===== config.mk =====
export PLATFORM = sky130hd
export DESIGN_NAME = mlnf_cfg
export DESIGN_NICKNAME = d
export VERILOG_FILES = /design/src/sv/mooring_line_node_force_unit_defines.svh /design/src/sv/mlnf_pkg.sv /design/src/sv/mlnf_cfg.sv
export SDC_FILE = /design/constraint.sdc
export NUM_CORES = 1
export LEC_CHECK = 0
export ABC_AREA = 1
export BUFFER_PORTS_ARGS = -buffer_cell sky130_fd_sc_hd__clkbuf_2
export CORE_UTILIZATION = 55
export CTS_CLUSTER_DIAMETER = 50
export CTS_CLUSTER_SIZE = 12
export DETAILED_ROUTE_END_ITERATION = 10
export PLACE_DENSITY = 0.81
export REMOVE_ABC_BUFFERS = 1
export SYNTH_ARGS = -nofsm -noshare
export SYNTH_HDL_FRONTEND = slang
export SYNTH_SLANG_ARGS = --single-unit
export TNS_END_PERCENT = 10

===== constraint.sdc =====
create_clock -name clk -period 2 [get_ports clk]
set_clock_uncertainty 0.15 [all_clocks]
set_input_delay 0.2 -clock clk [delete_from_list [all_inputs] [get_ports clk]]
set_output_delay 0.2 -clock clk [all_outputs]
set_load 0.005 [all_outputs]

===== src/sv/mooring_line_node_force_unit_defines.svh =====
// Assertion macros for the mooring line node force unit.
// Used by the top level; expects clk and rst in scope.
`ifndef MOORING_LINE_NODE_FORCE_UNIT_DEFINES_SVH
`define MOORING_LINE_NODE_FORCE_UNIT_DEFINES_SVH

// Antecedent implies consequent in the same cycle.
`define MLNF_ASSERT_SAME(label, ante, cons) \
  label: assert property (@(posedge clk) disable iff (rst) (ante) |-> (cons)) \
    else $error("mlnf assertion failed");

// Antecedent implies consequent in the next cycle.
`define MLNF_ASSERT_NEXT(label, ante, cons) \
  label: assert property (@(posedge clk) disable iff (rst) (ante) |=> (cons)) \
    else $error("mlnf assertion failed");

`endif


===== src/sv/mlnf_pkg.sv =====
// Shared types, register indexes and saturation helper for the mooring line node force unit.
// No dependencies.
`default_nettype none
package mlnf_pkg;

  localparam int CFG_IDX_W  = 3;
  localparam int CFG_DATA_W = 48;

  localparam logic [CFG_IDX_W-1:0] REG_SEG_LEN    = 3'd0;
  localparam logic [CFG_IDX_W-1:0] REG_AXIAL_K    = 3'd1;
  localparam logic [CFG_IDX_W-1:0] REG_AXIAL_C    = 3'd2;
  localparam logic [CFG_IDX_W-1:0] REG_WEIGHT     = 3'd3;
  localparam logic [CFG_IDX_W-1:0] REG_SEABED_Z   = 3'd4;
  localparam logic [CFG_IDX_W-1:0] REG_SEABED_K   = 3'd5;
  localparam logic [CFG_IDX_W-1:0] REG_SEABED_C   = 3'd6;
  localparam logic [CFG_IDX_W-1:0] REG_FORCE_SCL  = 3'd7;

  localparam logic [46:0] P47 = {47{1'b1}};

  typedef enum logic [1:0] {
    OP_MUL,
    OP_DIV,
    OP_SQRT
  } arith_op_t;

  typedef struct packed {
    logic        [30:0] seg_len;
    logic        [46:0] ea;
    logic        [46:0] ca;
    logic signed [47:0] weight;
    logic signed [31:0] seabed_z;
    logic        [46:0] seabed_k;
    logic        [46:0] seabed_c;
    logic        [23:0] fscale;
  } cfg_t;

  function automatic logic signed [47:0] sat48(input logic neg, input logic [127:0] mag);
    logic signed [47:0] r;
    if (!neg) begin
      r = (mag > 128'(P47)) ? $signed({1'b0, P47}) : $signed(mag[47:0]);
    end else begin
      r = (mag > (128'(P47) + 128'd1)) ? $signed({1'b1, 47'd0})
                                        : $signed(48'(~mag[47:0] + 48'd1));
    end
    return r;
  endfunction

endpackage
`default_nettype wire


===== src/sv/mlnf_cfg.sv =====
// Configuration register file for the mooring line node force unit.
// Depends on mlnf_pkg.
`default_nettype none
module mlnf_cfg
  import mlnf_pkg::*;
(
  input  wire logic                  clk,
  input  wire logic                  rst,
  input  wire logic                  cfg_write,
  input  wire logic [CFG_IDX_W-1:0]  cfg_index,
  input  wire logic [CFG_DATA_W-1:0] cfg_data,
  output cfg_t                       cfg
);

  always_ff @(posedge clk) begin
    if (rst) begin
      cfg.seg_len  <= 31'd65536;
      cfg.ea       <= 47'd65536;
      cfg.ca       <= '0;
      cfg.weight   <= '0;
      cfg.seabed_z <= -32'sd20971520;
      cfg.seabed_k <= 47'd655360000;
      cfg.seabed_c <= '0;
      cfg.fscale   <= 24'd65536;
    end else if (cfg_write) begin
      unique case (cfg_index)
        REG_SEG_LEN:   cfg.seg_len  <= cfg_data[30:0];
        REG_AXIAL_K:   cfg.ea       <= cfg_data[46:0];
        REG_AXIAL_C:   cfg.ca       <= cfg_data[46:0];
        REG_WEIGHT:    cfg.weight   <= $signed(cfg_data[47:0]);
        REG_SEABED_Z:  cfg.seabed_z <= $signed(cfg_data[31:0]);
        REG_SEABED_K:  cfg.seabed_k <= cfg_data[46:0];
        REG_SEABED_C:  cfg.seabed_c <= cfg_data[46:0];
        REG_FORCE_SCL: cfg.fscale   <= cfg_data[23:0];
        default:       cfg.fscale   <= cfg.fscale;
      endcase
    end
  end

endmodule
`default_nettype wire


---- Word level (Yosys, flattened, before mapping) ----
Index checks and enable logic that the tools add are counted.
word-level totals
  logic and storage cells ................. 24
  register bits ........................... 323
  bits of input ports ..................... 54
  output and inout port bits .............. 323
operators by class
  reduce and logical (&&, ||, !) cells .... 9
  equal/unequal tests ..................... 7
operators by type and width
  operator                                                               number
  2-bit AND reduction                                                    8
  3-bit equality test, second input constant                             4
  3-bit by 2-bit equality test with 1-bit output, second input constant  2
  3-bit by 1-bit equality test with 1-bit output, second input constant  1
  3-bit zero test                                                        1

---- Longest topological paths before layout ----
  depth in word-level cells ............... 2
  gate-level depth with buffers ........... 7
  gate-level depth less buffers ........... 5

---- Worst setup path before layout ----
OpenSTA, ideal clock, no wires.
  path type ............................... input -> register
  from .................................... input port cfg_write
  to ...................................... register cfg[308] in the netlist's numbering
  cell stages on the path ................. 7
  slack ................................... 0.785 ns
  buffers on the path ..................... 2
  library setup time ...................... 0.130 ns
  data arrival time ....................... 0.935 ns
  data required time ...................... 1.720 ns
  path through ............................ inv_1 -> nor2_1 -> buf_2 -> clkbuf_1 -> nand2_1 -> nand2_1 -> nand3_1
on the way
  longest elaborated chain between the ends .. 1
RTL lines
  what                           RTL line        source
  from (decl)                    mlnf_cfg.sv:9   input wire logic cfg_write,
  2-bit AND reduction (no line)  n/a
  to (decl)                      mlnf_cfg.sv:12  output cfg_t cfg
Every way passes these cells.
A chain may end at the register's enable or synchronous reset.

---- Worst setup path in the final report ----
  from .................................... input port rst
  to ...................................... register cfg[141] in the netlist's numbering
RTL lines
  what         RTL line       source
  from (decl)  mlnf_cfg.sv:8  input wire logic rst,
No word-level cell between the ends.

==> run metrics <==
outcome complete, no violations; share of layout cells above drive strength 1 21.93%; Cells after DPL 2369; first-pass GRT wire length 63570 um; CP Class primary input to register; area leader, netlist dfxtp_1; Pwr Density 894.9 nW/um^2; aggregate routed wire length 40530 um; Ys Warns 0; gp weighted congestion 0.8617; met2 usage 56.44%; depth of the worst register-to-register path 3; fmax 597.5 MHz; Port Buf Inserts 376; Setup crit end kind register; post-synth top area share 51.62%; Seq cells post-synth 323; crit path time final 1.674 ns; # setup viols final 0; setup_tns 0 ns; leading cell types in the layout, fill and taps excluded 612 x nor2_1, 376 x clkbuf_2, 372 x nand2_1; chip width 152.9 um; Initial Util 56.70%; clock sinks 323; Relative slew margins 63.42%; overall die height 152.9 um; GR Util met1 39.34%; via count of the first global-routing pass 12210; Final Hold Viols 0; RSZ-0062 raised after global routing no; cell count after synthesis 1806; post-synthesis sequential area ratio 51.62%; VDD IR max 0.7226 mV; Least-Margin Pin Slew 0.5487 ns; worst reg2reg path endpoint cfg[141]; number of max-cap violations 0; initial detailed-routing violation count 905; hold path endpoint cfg[1]; Mean Syn Cell Area 6.936 sq um; reg2reg setup slack 0.61 ns; area growth from synthesis to layout 29.47%; Final ANT Viol Nets 0; fillers 1734; post-synth cell types 12; CP Launch Type primary input; CP arrival 1.91 ns; CTS resizes 0; Critical Path Fanout Max 58; required time worst endpoint 2.23 ns; P_leak 7.795 nW; Area contributors post-synth dfxtp_1 52%, nor2_1 19%, nand3_1 12%; DP HPWL 25440 um; H-tree depth 2; Detailed Routing Iterations Pass 1 5; layout net count 2223; Storage cell area 6466 sq um; die area 23380 sq um; total CTS buffers 36; post-route insts no fill 2460; Row Count 54; Worst-path clk slew 0.06 ns; period utilization 83.69%; via/cell ratio 5.289; grt peak-use layer met2; Clk Latency, worst-skew pair 0.49 ns; grt ovf 0; Tot GR Track Use 33.75%; initial antenna violation count 0; pin count of the biggest net entering global routing 111; commonest non-fill, non-tap cell in the layout nor2_1; hold-fix buffers at CTS 42; met3 GRT Util 9.130%; ANT cells 0; class of the worst hold path primary input to register; Core Region 22090 sq um; HP Start cfg_data[1]; Post-CTS Setup Inserts 0; Largest register FFs 323; Largest Register cfg; Root Buffer clkbuf_16; top flop regs cfg x323; Clock Path Buffers 3; reg2reg start cfg[141]; area of the multi-input gates 5335 sq um; Max Slew Vio Count 0; post-route DRC violation count 0; Via Count 13010; CTS tree yes; Hold Path Cell Cnt 5; I/O pin cnt 377; area of the mapped netlist 12530 sq um; Routed WL per cell 16.48 um
per-stage QoR:
step	hold WS, ns	util, %	power [W]	area [sq um]	setup WS, ns
after CTS	0.0004762	73.41	0.01454	16220	0.3686
after global routing	0.04085	73.41	0.01500	16220	0.2529
final	0.01898	73.41	0.01451	16220	0.3262
after floorplan	0.1632	-	0.007743	11920	-3.997
after detailed placement	0.2778	66.64	0.008346	14720	0.3629
after global placement	0.2757	66.64	0.008304	14720	0.4260
cell type report:
type,count,area share [%]
clock buffer,39,5.755
clock inverter,10,0.8718
inverter,55,1.335
multi-input combinational,1297,32.90
sequential,323,39.87
tap,280,2.160
timing repair buffer,456,17.11
worst max-delay path, cell delays in order:
cell,delay (ns)
dlygate4sd3_1,0.53
clkbuf_2,0.14
inv_8,0.30
nand3_1,0.13
dlygate4sd3_1,0.58
worst max path at each step:
| stage | endpoint | slack (ns) | startpoint | cells after the start |
|---|---|---|---|---|
| 3_3_place_gp | cfg[162] | 0.43 | cfg_index[1] | 6 |
| 6_report | cfg[141] | 0.33 | rst | 5 |
| 3_5_place_dp | cfg[154] | 0.36 | cfg_index[1] | 6 |
| 4_1_cts | cfg[141] | 0.37 | cfg_index[2] | 7 |
| 5_1_grt | cfg[149] | 0.25 | cfg_index[2] | 7 |
| 2_1_floorplan | cfg[261] | -4.00 | cfg_write | 5 |
synth_stat cells (all sizes together):
master,number
inv,55
o21ai,1
clkbuf,46
nand3,300
buf,85
nor2,624
dfxtp,323
nand2,372
power breakdown:
part	internal, W	total [W]	switching (W)	leakage [nW]
sequential	0.00666	0.00679	0.000127	2.63
clock	0.00371	0.00621	0.00250	0.522
combinational	0.000562	0.00151	0.000948	4.65
total	0.0109	0.0145	0.00358	7.79
cell families after synthesis:
| family | after synthesis | synth area share (%) |
|---|---|---|
| buf+inv | 186 | 6.472 |
| flops | 323 | 51.62 |
| simple gates | 1296 | 41.87 |
| compound gates | 1 | 0.03991 |
routing by layer:
| layer | wire, um | vias up |
|---|---|---|
| met5 | 0 | - |
| met3 | 3948 | 139 |
| met1 | 15360 | 5893 |
| li1 | - | 6300 |
| met2 | 19210 | 679 |
| met4 | 2005 | 0 |
Note: power is estimated with default switching activity, not from simulation.
