**src/sv/mooring_line_node_force_unit_defines.svh**
```systemverilog
// Assertion macros for the mooring line node force unit.
// Used by the top level; expects clk and rst in scope.
`ifndef MOORING_LINE_NODE_FORCE_UNIT_DEFINES_SVH
`define MOORING_LINE_NODE_FORCE_UNIT_DEFINES_SVH

// Antecedent implies consequent in the same cycle.
`define MLNF_ASSERT_SAME(label, ante, cons) \
  label: assert property (@(posedge clk) disable iff (rst) (ante) |-> (cons)) \
    else $error("mlnf assertion failed");

// Antecedent implies consequent in the next cycle.
`define MLNF_ASSERT_NEXT(label, ante, cons) \
  label: assert property (@(posedge clk) disable iff (rst) (ante) |=> (cons)) \
    else $error("mlnf assertion failed");

`endif

```
**src/sv/mlnf_pkg.sv**
```systemverilog
// Shared types, register indexes and saturation helper for the mooring line node force unit.
// No dependencies.
`default_nettype none
package mlnf_pkg;

  localparam int CFG_IDX_W  = 3;
  localparam int CFG_DATA_W = 48;

  localparam logic [CFG_IDX_W-1:0] REG_SEG_LEN    = 3'd0;
  localparam logic [CFG_IDX_W-1:0] REG_AXIAL_K    = 3'd1;
  localparam logic [CFG_IDX_W-1:0] REG_AXIAL_C    = 3'd2;
  localparam logic [CFG_IDX_W-1:0] REG_WEIGHT     = 3'd3;
  localparam logic [CFG_IDX_W-1:0] REG_SEABED_Z   = 3'd4;
  localparam logic [CFG_IDX_W-1:0] REG_SEABED_K   = 3'd5;
  localparam logic [CFG_IDX_W-1:0] REG_SEABED_C   = 3'd6;
  localparam logic [CFG_IDX_W-1:0] REG_FORCE_SCL  = 3'd7;

  localparam logic [46:0] P47 = {47{1'b1}};

  typedef enum logic [1:0] {
    OP_MUL,
    OP_DIV,
    OP_SQRT
  } arith_op_t;

  typedef struct packed {
    logic        [30:0] seg_len;
    logic        [46:0] ea;
    logic        [46:0] ca;
    logic signed [47:0] weight;
    logic signed [31:0] seabed_z;
    logic        [46:0] seabed_k;
    logic        [46:0] seabed_c;
    logic        [23:0] fscale;
  } cfg_t;

  function automatic logic signed [47:0] sat48(input logic neg, input logic [127:0] mag);
    logic signed [47:0] r;
    if (!neg) begin
      r = (mag > 128'(P47)) ? $signed({1'b0, P47}) : $signed(mag[47:0]);
    end else begin
      r = (mag > (128'(P47) + 128'd1)) ? $signed({1'b1, 47'd0})
                                        : $signed(48'(~mag[47:0] + 48'd1));
    end
    return r;
  endfunction

endpackage
`default_nettype wire

```
**src/sv/mlnf_arith.sv**
```systemverilog
// Shared bit-serial unit: unsigned multiply, divide and square root on one adder.
// Depends on mlnf_pkg.
`default_nettype none
module mlnf_arith
  import mlnf_pkg::*;
(
  input  wire logic         clk,
  input  wire logic         rst,
  input  wire logic         start,
  input  wire arith_op_t    op,
  input  wire logic [127:0] opa,
  input  wire logic [63:0]  opb,
  output logic              busy,
  output logic              done,
  output logic [127:0]      res
);

  localparam logic [7:0] MUL_STEPS  = 8'd64;
  localparam logic [7:0] DIV_STEPS  = 8'd128;
  localparam logic [7:0] SQRT_STEPS = 8'd35;

  arith_op_t    op_r;
  logic [127:0] acc;
  logic [64:0]  rem;
  logic [34:0]  root;
  logic [63:0]  divr;
  logic [7:0]   cnt;

  logic [65:0]  x, y, sum;
  logic         sub;
  logic [64:0]  r2;

  always_comb begin
    r2  = '0;
    x   = '0;
    y   = '0;
    sub = 1'b0;
    unique case (op_r)
      OP_MUL: begin
        x = {1'b0, rem};
        y = acc[0] ? {2'b00, divr} : '0;
      end
      OP_DIV: begin
        r2  = {rem[63:0], acc[127]};
        x   = {1'b0, r2};
        y   = {2'b00, divr};
        sub = 1'b1;
      end
      OP_SQRT: begin
        r2  = {rem[62:0], acc[127:126]};
        x   = {1'b0, r2};
        y   = {29'd0, root, 2'b01};
        sub = 1'b1;
      end
      default: begin
        x = '0;
      end
    endcase
    sum = x + (sub ? ~y : y) + {65'd0, sub};
  end

  always_ff @(posedge clk) begin
    if (rst) begin
      busy <= 1'b0;
      done <= 1'b0;
      op_r <= OP_MUL;
    end else begin
      done <= 1'b0;
      if (start && !busy) begin
        busy <= 1'b1;
        op_r <= op;
        divr <= opb;
        rem  <= '0;
        root <= '0;
        unique case (op)
          OP_MUL:  begin acc <= {64'd0, opa[63:0]}; cnt <= MUL_STEPS; end
          OP_DIV:  begin acc <= opa;                cnt <= DIV_STEPS; end
          OP_SQRT: begin acc <= opa << 58;          cnt <= SQRT_STEPS; end
          default: begin acc <= opa;                cnt <= MUL_STEPS; end
        endcase
      end else if (busy) begin
        unique case (op_r)
          OP_MUL: begin
            rem        <= {1'b0, sum[64:1]};
            acc[63:0]  <= {sum[0], acc[63:1]};
          end
          OP_DIV: begin
            rem <= sum[65] ? r2 : sum[64:0];
            acc <= {acc[126:0], ~sum[65]};
          end
          OP_SQRT: begin
            rem  <= sum[65] ? r2 : sum[64:0];
            root <= {root[33:0], ~sum[65]};
            acc  <= acc << 2;
          end
          default: begin
            rem <= rem;
          end
        endcase
        cnt <= cnt - 8'd1;
        if (cnt == 8'd1) begin
          busy <= 1'b0;
          done <= 1'b1;
        end
      end
    end
  end

  always_comb begin
    unique case (op_r)
      OP_MUL:  res = {rem[63:0], acc[63:0]};
      OP_DIV:  res = acc;
      OP_SQRT: res = {93'd0, root};
      default: res = acc;
    endcase
  end

endmodule
`default_nettype wire
```
**config.mk**
```make
export PLATFORM = sky130hd
export DESIGN_NAME = mlnf_arith
export DESIGN_NICKNAME = d
export VERILOG_FILES = /design/src/sv/mooring_line_node_force_unit_defines.svh /design/src/sv/mlnf_pkg.sv /design/src/sv/mlnf_arith.sv
export SDC_FILE = /design/constraint.sdc
export NUM_CORES = 1
export LEC_CHECK = 0
export ABC_AREA = 1
export BUFFER_PORTS_ARGS = -buffer_cell sky130_fd_sc_hd__clkbuf_2
export CORE_MARGIN = 2
export CORE_UTILIZATION = 30
export CTS_CLUSTER_DIAMETER = 80
export DETAILED_ROUTE_END_ITERATION = 6
export HOLD_SLACK_MARGIN = 0.12
export MAX_ROUTING_LAYER = met4
export PLACE_DENSITY_LB_ADDON = 0.05
export SYNTH_ARGS = -nofsm -noshare
export SYNTH_HDL_FRONTEND = slang
export SYNTH_SLANG_ARGS = --single-unit
export TNS_END_PERCENT = 30
```
**constraint.sdc**
```tcl
create_clock -name clk -period 5.9 [get_ports clk]
set_input_delay 0.59 -clock clk [delete_from_list [all_inputs] [get_ports clk]]
set_output_delay 0.59 -clock clk [all_outputs]
set_load 0.05 [all_outputs]
```
Yosys cells after proc, flatten, opt, wreduce, memory -nomap -nowiden
Cells that the tools add are included.

Flip-flop bits (word level): 304. Latch bits: 0. RAM bits: 0. Bits in read-only memories: 0. Bits of input ports: 197. Output and inout port bits: 130. Logic and storage cells: 62. Memories kept: 0.

$add $sub $neg: 3. $mul: 0. Div/mod/pow operators: 0. Magnitude comparators: 0. Equal/unequal tests: 5. Shifts and indexed selects: 0. Mux-type cells: 24. Bitwise gates (word level): 4. Reductions and logical operators: 17.

Operators by type and width (count): 128-bit case mux with 2 select lines (2); 64-bit case mux with 3 select lines (2); 128-bit 2-to-1 mux (2); 65-bit 2-to-1 mux (3); 65-bit case mux with 3 select lines (1); 65-bit case mux with 2 select lines (1); 64-bit case mux with 2 select lines (1); 35-bit 2-to-1 mux (2); 66-bit by 1-bit adder with 66-bit output (1); 66-bit adder (1); 66-bit 2-to-1 mux (1); 66-bit NOT (1); 64-bit 2-to-1 mux (1); 8-bit 2-to-1 mux (2); 8-bit case mux with 2 select lines (1); 3-bit AND reduction (4); 8-bit by 1-bit equality test with 1-bit output (second input constant) (1); 8-bit by 1-bit subtractor with 8-bit output (second input constant) (1); 3-bit nonzero test (2); 1-bit 2-to-1 mux (5); 2-bit by 1-bit equality test with 1-bit output (second input constant) (2); 2-bit equality test (second input constant) (2); 2-bit zero test (2); 2-bit AND reduction (2); 7 further kinds (10).

Longest topological paths before layout
Depth in word-level cells: 10. Depth in mapped cells: 26. Gate-level depth less buffers: 24.

Least setup slack after synthesis
OpenSTA, ideal clock, no wires.

Path type: register -> register. Start point: register op_r[0]. End point: register acc[0] (enable). Library setup time: 0.524 ns. Data arrival time: 4.743 ns. Required time: 5.376 ns. Setup slack: 0.633 ns. Stages on the path, launching flop included: 8. Path buffers: 3. Period minus slack after synthesis: 5.267 ns. Path through: dfxtp_1 -> inv_1 -> ha_1 -> clkbuf_1 -> clkbuf_1 -> buf_1 -> nor2_1 -> a31oi_1.

Word-level cells in the longest chain between the ends: 3. Elaborated cells between the ends (all ways): 5. Classes of those cells: eq/ne: 2; reduce/logical: 3.

RTL lines: start, declared (line mlnf_arith.sv:22) `arith_op_t op_r;`; start signal, assigned (line mlnf_arith.sv:71) `op_r <= op;`; 2-bit equality test (tied with other cells) (line mlnf_arith.sv:82) `unique case (op_r)`; 4-bit nonzero test (no line) *; 3-bit AND reduction (no line) *; end signal, assigned (line mlnf_arith.sv:85) `acc[63:0] <= {sum[0], acc[63:1]};`; end signal, assigned (line mlnf_arith.sv:89) `acc <= {acc[126:0], ~sum[65]};`; end signal, assigned (line mlnf_arith.sv:94) `acc <= acc << 2;`; end, declared (line mlnf_arith.sv:23) `logic [127:0] acc;`.

Every way passes the cells marked *; elsewhere a longest branch is shown, timed or not. A chain may end at the register's enable or synchronous reset.

Final worst setup path
Start point: register op_r[0]. End point: register root[0] (data pin).

Word-level cells in the longest chain between the ends: 9. Elaborated cells between the ends (all ways): 14. Classes of those cells: add/sub: 2; eq/ne: 2; mux: 6; bitwise: 2; reduce/logical: 2.

RTL lines: 2-bit equality test (tied with other cells) (line mlnf_arith.sv:38) `unique case (op_r)`; 64-bit case mux with 3 select lines or 2-bit OR reduction (tied branches); 66-bit NOT or 1-bit 2-to-1 mux (tied branches) (line mlnf_arith.sv:59, mlnf_arith.sv:38); 66-bit 2-to-1 mux (line mlnf_arith.sv:59) `sum = x + (sub ? ~y : y) + {65'd0, sub};`; 66-bit adder (line mlnf_arith.sv:59); 66-bit by 1-bit adder with 66-bit output * (line mlnf_arith.sv:59); 1-bit NOT * (line mlnf_arith.sv:93) `root <= {root[33:0], ~sum[65]};`; 35-bit 2-to-1 mux * (line mlnf_arith.sv:82); 35-bit 2-to-1 mux * (line mlnf_arith.sv:81) `end else if (busy) begin`; end signal, assigned (line mlnf_arith.sv:93); end, declared (line mlnf_arith.sv:25) `logic [34:0] root;`.

Every way passes the cells marked *; elsewhere a longest branch is shown, timed or not. The select of a mux whose other input is x is not followed.

==> results.py <==
metrics = {
    "routing": {
        "wire_per_inst_um": 25.0,
        "drtAntennaViolNets": 0,
        "vias_per_cell": 5.33,
        "num_vias": 24659,
        "wl_mm": 116,
        "drtIter0Drc": 2383,
        "drc_errors": 0,
        "first_pass_iters": 6,
    },
    "timing": {
        "hold_violations": 0,
        "fin_setup_tns_ns": 0,
        "setup_viol": 0,
        "rsz0062_at_grt": "no",
        "maxSlewViolCount": 0,
        "finalClockSkew_ns": 0.0276,
        "min_period_over_period_pct": 88.1,
        "whs_ns": 0.167,
        "tightest_slew_ns": 1.23,
        "clock.fmax_ghz": 0.192,
        "max-slew-margin-rel_pct": 18.3,
        "finalCriticalPeriod_ns": 5.20,
    },
    "clock_network": {
        "clockBufferDepth": 3,
        "numClockSinks": 304,
        "clk_pin_slew_ns": 0.06,
        "cts-resized-gates": 0,
        "post-cts-setup-buffer-count": 0,
        "h-tree-depth": 2,
        "postCtsHoldBufs": 0,
        "cts_root_buf": "clkbuf_16",
        "clock_latency_ns": 0.60,
        "cts_tree": "done",
        "numCtsBuffers": 40,
    },
    "layout": {
        "multiInputGateArea_mm2": 0.0125,
        "drive_gt1_share_pct": 13.3,
        "final_cells": 4629,
        "syn2layout_area_growth_pct": 17.4,
        "layout_commonest_cell": "nand2_1",
        "layout_common_cells": "nand2_1 (838), inv_1 (392), o21ai_0 (361), clkbuf_2 (326), edfxtp_1 (300)",
        "layout.area.seq_mm2": 0.00909,
        "nets": 3828,
        "n_fill_cell": 8564,
    },
    "synth": {
        "yosysWarnings": 0,
        "synthTopCellsByArea": "edfxtp_1 (38%), nand2_1 (13%), o21ai_0 (7.6%)",
        "ys_seq_area_share_pct": 38.4,
        "synth_nets": 3591,
        "yosysTopAreaCell": "edfxtp_1",
        "synth.cell_area_mm2": 0.0236,
        "ys_types": 50,
        "postSynthAreaPerCell_um2": 7.12,
        "synth_top_area_share_pct": 38.1,
        "ys_ff_latch": 304,
        "postSynthCellCount": 3320,
    },
    "setup_path": {
        "reg2reg_from": "op_r[0]",
        "worstPathRequired_ns": 6.29,
        "r2r_slack_ns": 0.70,
        "r2r_cells": 21,
        "critPathKind": "reg2reg",
        "start_kind": "flip-flop",
        "critical_path.endpoint_type": "flip-flop",
        "reg2reg_to": "root[0]",
        "crit_fanout": 30,
        "critical_path_arrival_ns": 5.59,
    },
    "global_routing": {
        "grt_pass1_vias": 24177,
        "gr-total-overflow": 0,
        "grt_first_pass_wirelength_mm": 167,
        "grt_use_total_pct": 28.4,
        "grt_max_degree": 151,
        "antenna_found_initial": 2,
    },
    "worst_hold_path": {
        "hold_end": "divr[31]",
        "hp-class": "in2reg",
        "min_from": "opb[31]",
        "whs_path_depth": 1,
    },
    "die": {
        "core-area_mm2": 0.0777,
        "io_pins": 327,
        "placementRows": 102,
        "initial_core_util_pct": 30.4,
        "die_area_mm2": 0.0811,
        "die_y_um": 285,
        "die_w_um": 285,
    },
    "power_and_ir_drop": {
        "ir_worst_vdd_mv": 0.182,
        "p_per_area_mw_per_mm2": 410,
        "p_leak_nw": 12.3,
        "power_mw": 11.4,
    },
    "flow_run": {
        "max_cap_violations": 0,
    },
    "place": {
        "post-dp-hpwl_mm": 90.3,
        "place.gp.congestion": 0.972,
        "dp_cells": 4555,
        "io_buffers": 326,
    },
    "status": {
        "status": "finished, final reports clean",
    },
}
state kept, by name (all words and copies together) (netlist names):
name,flops
op_r,2
busy,1
rem,65
root,35
done,1
cnt,8
acc,128
divr,64
where the power goes:
part           total (mW)  internal (mW)  switching, mW
clock network        2.47           1.39           1.08
registers            2.90           2.74          0.164
logic                6.00           1.59           4.41
total                11.4           5.72           5.65
cell usage after synthesis, drive strengths merged:
cell type	count
a21oi	241
fa	1
or2	6
nand3	253
nand2	842
clkinv	1
dfxtp	4
a22oi	59
a221oi	19
inv	404
xor2	72
nor2	275
o22ai	66
xnor2	28
o21ai	377
nor3b	2
a21o	11
buf	34
o221ai	3
nand3b	15
o31ai	1
a21boi	6
o2111ai	8
nor4	7
a22o	2
ha	73
o21bai	9
a211oi	2
nand4	12
nor3	32
a31oi	3
o211ai	9
o21a	4
edfxtp	300
clkbuf	139
worst max-delay path, stage by stage, from the launching register on:
cell and delay (ns):
dfxtp_1 0.35, inv_1 0.14, ha_2 0.20, nand2_1 0.07, nand2_2 0.58, buf_4 0.38, nand2_1 0.08, a21oi_1 0.29
xor2_1 0.13, ha_1 0.37, nand2_1 0.11, nor2_1 0.13, inv_1 0.08, nor2_1 0.21, nand2_1 0.15, nor4_2 0.20
nand3_2 0.20, nand3_4 0.29, nand2_4 0.11, nand2_4 0.34, inv_2 0.20, nor2_1 0.31
layout make-up:
cell class,instances,share of cell area (%)
diodes,1,0.00902
inverters,405,5.50
repair buffers,368,7.42
well taps,1040,4.69
flip-flops and latches,304,32.7
clock inverters,22,0.816
multi-input cells,2438,45.0
clock buffers,51,3.86
metrics by stage:
step / util, % / setup slack (ns) / area, µm²
2_1_floorplan: - / 0.633 / 23600
3_3_place_gp: 34.0 / 0.809 / 26500
3_5_place_dp: 34.0 / 0.800 / 26500
4_1_cts: 35.7 / 0.758 / 27800
5_1_grt: 35.7 / 0.339 / 27800
6_report: 35.7 / 0.701 / 27800
worst max path at each step:
| stage | startpoint | slack (ns) | endpoint |
|---|---|---|---|
| finish | op_r[0] | 0.70 | root[0] |
| floorplan | op_r[0] | 0.63 | acc[0] |
| CTS | op_r[0] | 0.76 | root[0] |
| detailed placement | op_r[0] | 0.80 | root[0] |
| global route | op_r[0] | 0.34 | rem[8] |
| global placement | op_r[0] | 0.81 | rem[8] |
per-layer routing:
layer  up-vias  wire [µm]  GRT usage [%]
met5         -          0              -
met4         0       3860           8.37
met3       141       6300           3.22
met2       913      56200           47.9
met1     11881      49200           35.8
li1      11724          -              -
cell families after synthesis:
family / share of synthesized area, %
simple gates: 25.3
compound gates: 19.3
buf+inv: 9.33
flops: 38.4
xor+xnor: 3.70
fa+ha+maj: 3.95
(Power assumes the default switching activity.)
